### src/rtl/clc_pkg.sv
// shared types, register codes and constants for the cylinder local coordinate pipeline
`default_nettype none
package clc_pkg;

	localparam int CTR_W = 21;
	localparam int AX_W = 18;
	localparam int FR_W = 17;
	localparam int CFG_W = 63;
	localparam int IDX_W = 3;

	// pi in Q.30 and 1/K of the cordic gain in Q.20
	localparam longint PI_Q30 = 64'd3373259426;
	localparam logic [19:0] INVK_Q20 = 20'd636751;

	typedef enum logic [IDX_W-1:0] {
		REG_CENTER,
		REG_AXIS_U,
		REG_AXIS_V,
		REG_AXIS_W,
		REG_RADIUS,
		REG_LENGTH,
		REG_INSENS,
		REG_TRACK
	} cfg_reg_t;

	typedef struct packed {
		logic [3*CTR_W-1:0] center;
		logic [3*AX_W-1:0]  axis_u;
		logic [3*AX_W-1:0]  axis_v;
		logic [3*AX_W-1:0]  axis_w;
		logic [22:0]        radius;
		logic [23:0]        length;
		logic [FR_W-1:0]    frac_lo;
		logic [FR_W-1:0]    frac_hi;
		logic               track;
	} cfg_t;

	// arctangent of 2^-i in Q.30
	function automatic logic [31:0] atan_q30(input int i);
		logic [31:0] r;
		case (i)
			0: r = 32'd843314857;
			1: r = 32'd497837829;
			2: r = 32'd263043837;
			3: r = 32'd133525159;
			4: r = 32'd67021687;
			5: r = 32'd33543516;
			6: r = 32'd16775851;
			7: r = 32'd8388437;
			8: r = 32'd4194283;
			9: r = 32'd2097149;
			default: r = 32'(64'd1 << (30 - i));
		endcase
		return r;
	endfunction

endpackage
`default_nettype wire

### src/rtl/clc_finish.sv
// angle wrap, gain correction, arc length and output saturation
`default_nettype none
module clc_finish #(
	parameter int COORD_WIDTH = 24,
	parameter int FRAC_BITS = 16,
	parameter int C_W = 50,
	parameter int Z_W = 20,
	parameter int SIDE_W = 29
) (
	input  wire logic                          clk,
	input  wire logic                          arst_n,
	input  wire logic                          en,
	input  wire logic                          valid_i,
	input  wire logic signed [C_W-1:0]         x_i,
	input  wire logic signed [Z_W-1:0]         z_i,
	input  wire logic [SIDE_W-1:0]             side_i,
	input  wire logic [22:0]                   radius,
	output logic                               out_valid,
	output logic signed [COORD_WIDTH+1:0]      arc_u,
	output logic signed [COORD_WIDTH+1:0]      axial_v,
	output logic signed [COORD_WIDTH+1:0]      radial_w,
	output logic                               in_material,
	output logic                               in_sensitive
);
	import clc_pkg::*;

	localparam int O_W = COORD_WIDTH + 2;
	localparam int XR_W = C_W - (FRAC_BITS - 8) - 1;
	localparam int HI_W = XR_W - 16 + 20;
	localparam int MP_W = XR_W + 21;
	localparam int MG_W = MP_W - 28;
	localparam int RD_W = ((MG_W > 24) ? MG_W : 24) + 2;
	localparam int AP_W = Z_W + 24;
	localparam longint PI_F = (PI_Q30 + (longint'(1) <<< (29 - FRAC_BITS))) >>> (30 - FRAC_BITS);
	localparam logic signed [Z_W-1:0] PI_Z = Z_W'(PI_F);
	localparam logic signed [Z_W-1:0] TWO_PI_Z = Z_W'(2 * PI_F);
	localparam logic signed [C_W-1:0] XRND = C_W'(longint'(1) <<< (FRAC_BITS - 9));
	localparam logic [MP_W-1:0] MRND = MP_W'(64'd1 << 27);
	localparam logic signed [AP_W-1:0] ARND = AP_W'(longint'(1) <<< (FRAC_BITS - 1));
	localparam logic signed [RD_W-1:0] RMAX = RD_W'((longint'(1) <<< (O_W - 1)) - 1);
	localparam logic signed [RD_W-1:0] RMIN = -RMAX - RD_W'(1);
	localparam logic signed [AP_W-1:0] AMAX = AP_W'((longint'(1) <<< (O_W - 1)) - 1);
	localparam logic signed [AP_W-1:0] AMIN = -AMAX - AP_W'(1);

	// side word: zero flag, in-material, in-sensitive, axial result
	logic                  zero_i;
	logic signed [C_W-1:0] xsh;
	logic signed [Z_W-1:0] zw_n;

	always_comb begin
		zero_i = side_i[SIDE_W-1];
		xsh = (x_i + XRND) >>> (FRAC_BITS - 8);
		if (zero_i) begin
			zw_n = '0;
		end else if (z_i > PI_Z) begin
			zw_n = z_i - TWO_PI_Z;
		end else if (z_i <= -PI_Z) begin
			zw_n = z_i + TWO_PI_Z;
		end else begin
			zw_n = z_i;
		end
	end

	// stage f1: wrapped angle and rounded magnitude
	logic [XR_W-1:0]       xr_s1;
	logic signed [Z_W-1:0] zw_s1;
	logic [SIDE_W-2:0]     side_s1;
	logic                  v_s1;

	always_ff @(posedge clk or negedge arst_n) begin
		if (!arst_n) begin
			v_s1 <= 1'b0;
		end else if (en) begin
			v_s1 <= valid_i;
		end
	end

	always_ff @(posedge clk) begin
		if (en) begin
			xr_s1 <= zero_i ? '0 : xsh[XR_W-1:0];
			zw_s1 <= zw_n;
			side_s1 <= side_i[SIDE_W-2:0];
		end
	end

	// stage f2: gain products split in two halves, and radius times angle
	logic [35:0]            lo_s2;
	logic [HI_W-1:0]        hi_s2;
	logic signed [AP_W-1:0] ap_s2;
	logic [SIDE_W-2:0]      side_s2;
	logic                   v_s2;

	always_ff @(posedge clk or negedge arst_n) begin
		if (!arst_n) begin
			v_s2 <= 1'b0;
		end else if (en) begin
			v_s2 <= v_s1;
		end
	end

	always_ff @(posedge clk) begin
		if (en) begin
			lo_s2 <= 36'(xr_s1[15:0]) * 36'(INVK_Q20);
			hi_s2 <= HI_W'(xr_s1[XR_W-1:16]) * HI_W'(INVK_Q20);
			ap_s2 <= AP_W'($signed({1'b0, radius})) * AP_W'(zw_s1);
			side_s2 <= side_s1;
		end
	end

	// stage f3: round, subtract radius, saturate into the output register
	logic [MP_W-1:0]        mp;
	logic [MG_W-1:0]        mag;
	logic signed [RD_W-1:0] rd;
	logic signed [AP_W-1:0] ar;
	logic signed [O_W-1:0]  radial_n, arc_n;

	always_comb begin
		mp = (MP_W'(hi_s2) << 16) + MP_W'(lo_s2) + MRND;
		mag = mp[MP_W-1:28];
		rd = RD_W'($signed({1'b0, mag})) - RD_W'($signed({1'b0, radius}));
		if (rd > RMAX) begin
			radial_n = O_W'(RMAX);
		end else if (rd < RMIN) begin
			radial_n = O_W'(RMIN);
		end else begin
			radial_n = O_W'(rd);
		end
		ar = (ap_s2 + ARND) >>> FRAC_BITS;
		if (ar > AMAX) begin
			arc_n = O_W'(AMAX);
		end else if (ar < AMIN) begin
			arc_n = O_W'(AMIN);
		end else begin
			arc_n = O_W'(ar);
		end
	end

	always_ff @(posedge clk or negedge arst_n) begin
		if (!arst_n) begin
			out_valid <= 1'b0;
		end else if (en) begin
			out_valid <= v_s2;
		end
	end

	always_ff @(posedge clk) begin
		if (en) begin
			arc_u <= arc_n;
			radial_w <= radial_n;
			axial_v <= $signed(side_s2[O_W-1:0]);
			in_sensitive <= side_s2[O_W];
			in_material <= side_s2[O_W+1];
		end
	end

endmodule
`default_nettype wire

### config.mk
export PLATFORM = sky130hd
export DESIGN_NAME = clc_finish
export DESIGN_NICKNAME = d
export VERILOG_FILES = /design/src/rtl/clc_pkg.sv /design/src/rtl/clc_finish.sv
export SDC_FILE = /design/constraint.sdc
export NUM_CORES = 2
export LEC_CHECK = 0
export ABC_AREA = 1
export BUFFER_PORTS_ARGS = -buffer_cell sky130_fd_sc_hd__buf_4
export CORE_UTILIZATION = 40
export CTS_CLUSTER_SIZE = 14
export DETAILED_ROUTE_END_ITERATION = 6
export PLACE_DENSITY = 0.66
export SYNTH_ARGS = -nofsm -noshare
export SYNTH_HDL_FRONTEND = slang
export SYNTH_SLANG_ARGS = --single-unit
### constraint.sdc
create_clock -name clk -period 8.6 [get_ports clk]
set_input_delay 2.58 -clock clk [delete_from_list [all_inputs] [get_ports clk]]
set_output_delay 2.58 -clock clk [all_outputs]
set_load 0.02 [all_outputs]
# == Yosys cells after proc, flatten, opt, wreduce, memory -nomap -nowiden ==
# Cells that the tools add are included.
# Widths: inputs -> output; s select.
# totals
regBits,325
inputBits,126
out_inout_bits,81
# op_classes
n_addsub,7
multipliers,3
order_cmp,6
n_mux,4
# op_table
operator,count
$add 61x36->62,1
$add 62x28->62 const B,1
$mux 26,2
$add 49x9->49 const B,1
$mul 25x20->45 const B,1
$add 44x17->44 const B,1
$mul 24x20->44,1
$mux 20,2
$mul 16x20->36 const B,1
$gt 35x26->1 const B,1
$lt 35x26->1 const B,1
$sub 34x23->35,1
$gt 28x26->1 const B,1
$lt 28x26->1 const B,1
$add 20x20->20 const B,1
$gt 20x19->1 const B,1
$le 20x19->1 const B,1
$sub 20x20->20 const B,1

# == Longest topological paths before layout ==
# depth
depth_word,5
depth_mapped,35
ltp_nobuf,34

# == Worst setup path after synthesis ==
# Ideal clock, no wire load.
# synth_path
path_type,input port to flip-flop
start,in radius[1]
end,reg ap_s2[37] (data pin)
setup_ns,0.258
arrival_ns,8.653
t_required_ns,8.342
slack_ns,-0.311
path_stages,25
n_path_buf,2
cell_sequence,clkbuf_1 > buf_1 > nand2_1 > fa_1 > fa_1 > inv_1 > fa_1 > fa_1 > fa_1 > fa_1 > inv_1 > fa_1 > inv_1 > ha_1 > nand2_1 > nor2_1 > inv_1 > nor3_1 > and3_1 > a21oi_1 > o31ai_1 > a21oi_1 > nor2_1 > nor2_1 > xnor2_1
# synth_via
elab_chain_len,1
# synth_rtl
item,line_no,text
"start, declared",clc_finish.sv:17,"input wire logic [22:0] radius,"
$mul 24x20->44,clc_finish.sv:105,"ap_s2 <= AP_W'($signed({1'b0, radius})) * AP_W'(zw_s1);"
"end signal, assigned",clc_finish.sv:105,
"end, declared",clc_finish.sv:89,logic signed [AP_W-1:0] ap_s2;
# No other way between the ends.
# A chain may end at the register's enable or synchronous reset.

# == Worst setup path in the final report ==
# layout_path
start,in radius[0]
end,reg ap_s2[37] (data pin)
# The elaborated chain is that of the path after synthesis.

==> reports/metrics.yaml <==
arrival_ps: 8660
rsz0062_at_grt: "no"
wl_mm: 119.5
syn2layout_area_growth_pct: 12.04
drtAntennaViolNets: 0
async_reset_ff_share_pct: 1.020
clk_latency_ps: 610
hold_slack_ps: 416.6
grt_pass1_wl_mm: 193.8
dieArea_um2: 121200
cp_num_buf_inv: 7
setup_viol: 0
hold_path_class: "reg2reg"
yosysWarningCount: 0
routedWlPerCell_um: 16.04
slew_headroom_pct: 17.11
drc: 0
syn_area_um2: 47930
startpoint_type: "primary input"
fmax_ghz: 0.1203
cts_root_buffer: "clkbuf_16"
grt_pass1_vias: 37260
vias_per_cell: 4.789
required_ps: 8950
n_fill_cell: 11480
io_pins: 207
fin_util_pct: 45.35
grt_max_degree: 127
cpMostUsedCell: "fa_1"
outcome: "completed"
gp_congestion: 0.9269
cts_tree: "yes"
layout.nets: 7257
via_count: 35680
first_iter_violations: 1924
htree_num_levels: 2
start_util_pct: 40.48
portBuffers: 198
max_stage_delay_ps: 560
drive_above_1_share_pct: 8.963
synthesis.instances: 5513
dr.pass1.iters: 6
grtUsageTotal_pct: 20.21
finClkSkew_ps: 17.16
die_w_um: 348.2
tightest_slew_ps: 1242
core_um2: 118400
maxCapViolCount: 0
crit_family: "adder cells"
criticalPathCategory: "in2reg"
hold_viol_final: 0
cp-end-kind: "flop"
hold_buffers: 0
die-height_um: 348.2
syn_area_per_cell_um2: 8.694
hpwl_mm: 101.9
dpl-instance-area_um2: 52340
grt-ovfl-total: 0
synth-seq-cells: 294
synth_nets: 6954
synthDistinctLibCells: 60
drv_slew: 0
cts_buffer_depth: 3
fin_crit_sh_pct: 96.68
synth_ff_type: "edfxtp_1"
clk_pin_slew_worst_paths_ps: 60
design_area_um2: 53700
crit_path_top_delay_cell: "fa_1"
grt_antenna_before_repair: 10
cts_buffers: 38
final.min_clock_period_ps: 8314
synth-edff-count: 291
worstPathMaxFanout: 4
rows: 126
ys_seq_area_share_pct: 18.39
register_area_um2: 8813
cts_sinks: 294
multi_input_area_um2: 33050
==> repair_timing <==
action	in CTS	in global routing
setup endpoints to repair	0	10
resized for setup	0	14
buffers inserted	0	1
==> synth_stat cells (10+ instances only) <==
master    instances  area [µm²]
nor3_1           59       295.3
ha_1            574        7182
nand2_2          27       168.9
a21oi_1         233        1166
o21ai_0         150       750.7
a31oi_1          32       200.2
nand3_1          92       460.4
nor4_1           24       150.1
nand4_1          39       244.0
nand2_1        1023        3840
o21bai_1         10       75.07
clkbuf_1         97       364.1
inv_1          1501        5634
xor2_1          102       893.4
nor2_1          292        1096
o21a_1           13       97.59
xnor2_1          61       534.3
nor2_2           15       93.84
edfxtp_1        291        8738
fa_1            741       14830
a21o_1           11       82.58
==> logic make-up after synthesis <==
group | share of synthesized area, %
adders and majority gates | 45.94
buffers and inverters | 12.74
xor gates and xnor gates | 2.979
AOI/OAI and AO/OA | 5.837
DFF | 18.39
and+or+nand+nor | 14.09
muxes | 0.02349
==> path summary, 6_finish.rpt <==
| kind | from | endpoint | slack, ps | depth (start not counted) |
|---|---|---|---|---|
| max | radius[0] | ap_s2[37] | 290 | 26 |
| min | side_s1[21] | side_s2[21] | 420 | 0 |
| max reg2reg | zw_s1[2] | ap_s2[37] | 1320 | 26 |
| min reg2reg | side_s1[21] | side_s2[21] | 420 | 0 |
| max in group asynchronous | arst_n | v_s2 | 6750 | 1 |
| min in group asynchronous | arst_n | out_valid | 1760 | 1 |
==> state kept, by name, indices dropped and copies added, names as in the netlist, 20 cells and up <==
name,cells
hi_s2,45
xr_s1,41
ap_s2,29
side_s1,28
side_s2,28
arc_u,26
axial_v,26
radial_w,26
lo_s2,20
zw_s1,20
==> per-stage QoR <==
stage	instances	TNS, ps	setup WS [ps]
2_1_floorplan	5513	-10.29	-10.29
3_3_place_gp	7375	-5276	-484.7
3_5_place_dp	7375	-5814	-518.1
4_1_cts	7445	0	113.6
5_1_grt	7450	0	7.369
6_report	7451	0	285.7
==> cells in the final DEF (no fill, tap or decap), drive strengths merged, types with 7 or more instances in the layout <==
cell type  netlist  routed
o31ai            7       7
a21o            11      11
o21ai          160     160
xnor2           61      61
a21oi          234     234
inv           1510    1516
clkinv           1      15
o21bai          10      10
xor2           102     102
ha             574     574
buf              9     369
nand3b           7       7
nand2         1053    1053
a31oi           32      32
nand3           98      98
nor3b            8       8
clkbuf          97      41
edfxtp         291     291
nor4            26      26
fa             741     741
nor2           308     308
o21a            13      13
o221ai           7       7
nand4           39      39
nor3            65      65
==> cell type report <==
cell class	instances	share of cell area (%)
diodes	5	0.02330
clock buffers	41	1.792
clock inverters	29	0.6315
inverters	1511	10.56
multi-input cells	3602	61.54
flip-flops and latches	294	16.41
well taps	1600	3.728
repair buffers	369	5.310
==> routing by layer <==
layer  global-route usage, %  routed length (µm)
met5                       0                  57
met4                   7.561                4176
met3                   3.453                6841
met2                   33.86               56650
met1                   26.09               51810
Power is left out: the tool's default activity adds up to more than one toggle a clock period on the data nets, which glitch-free logic cannot reach.
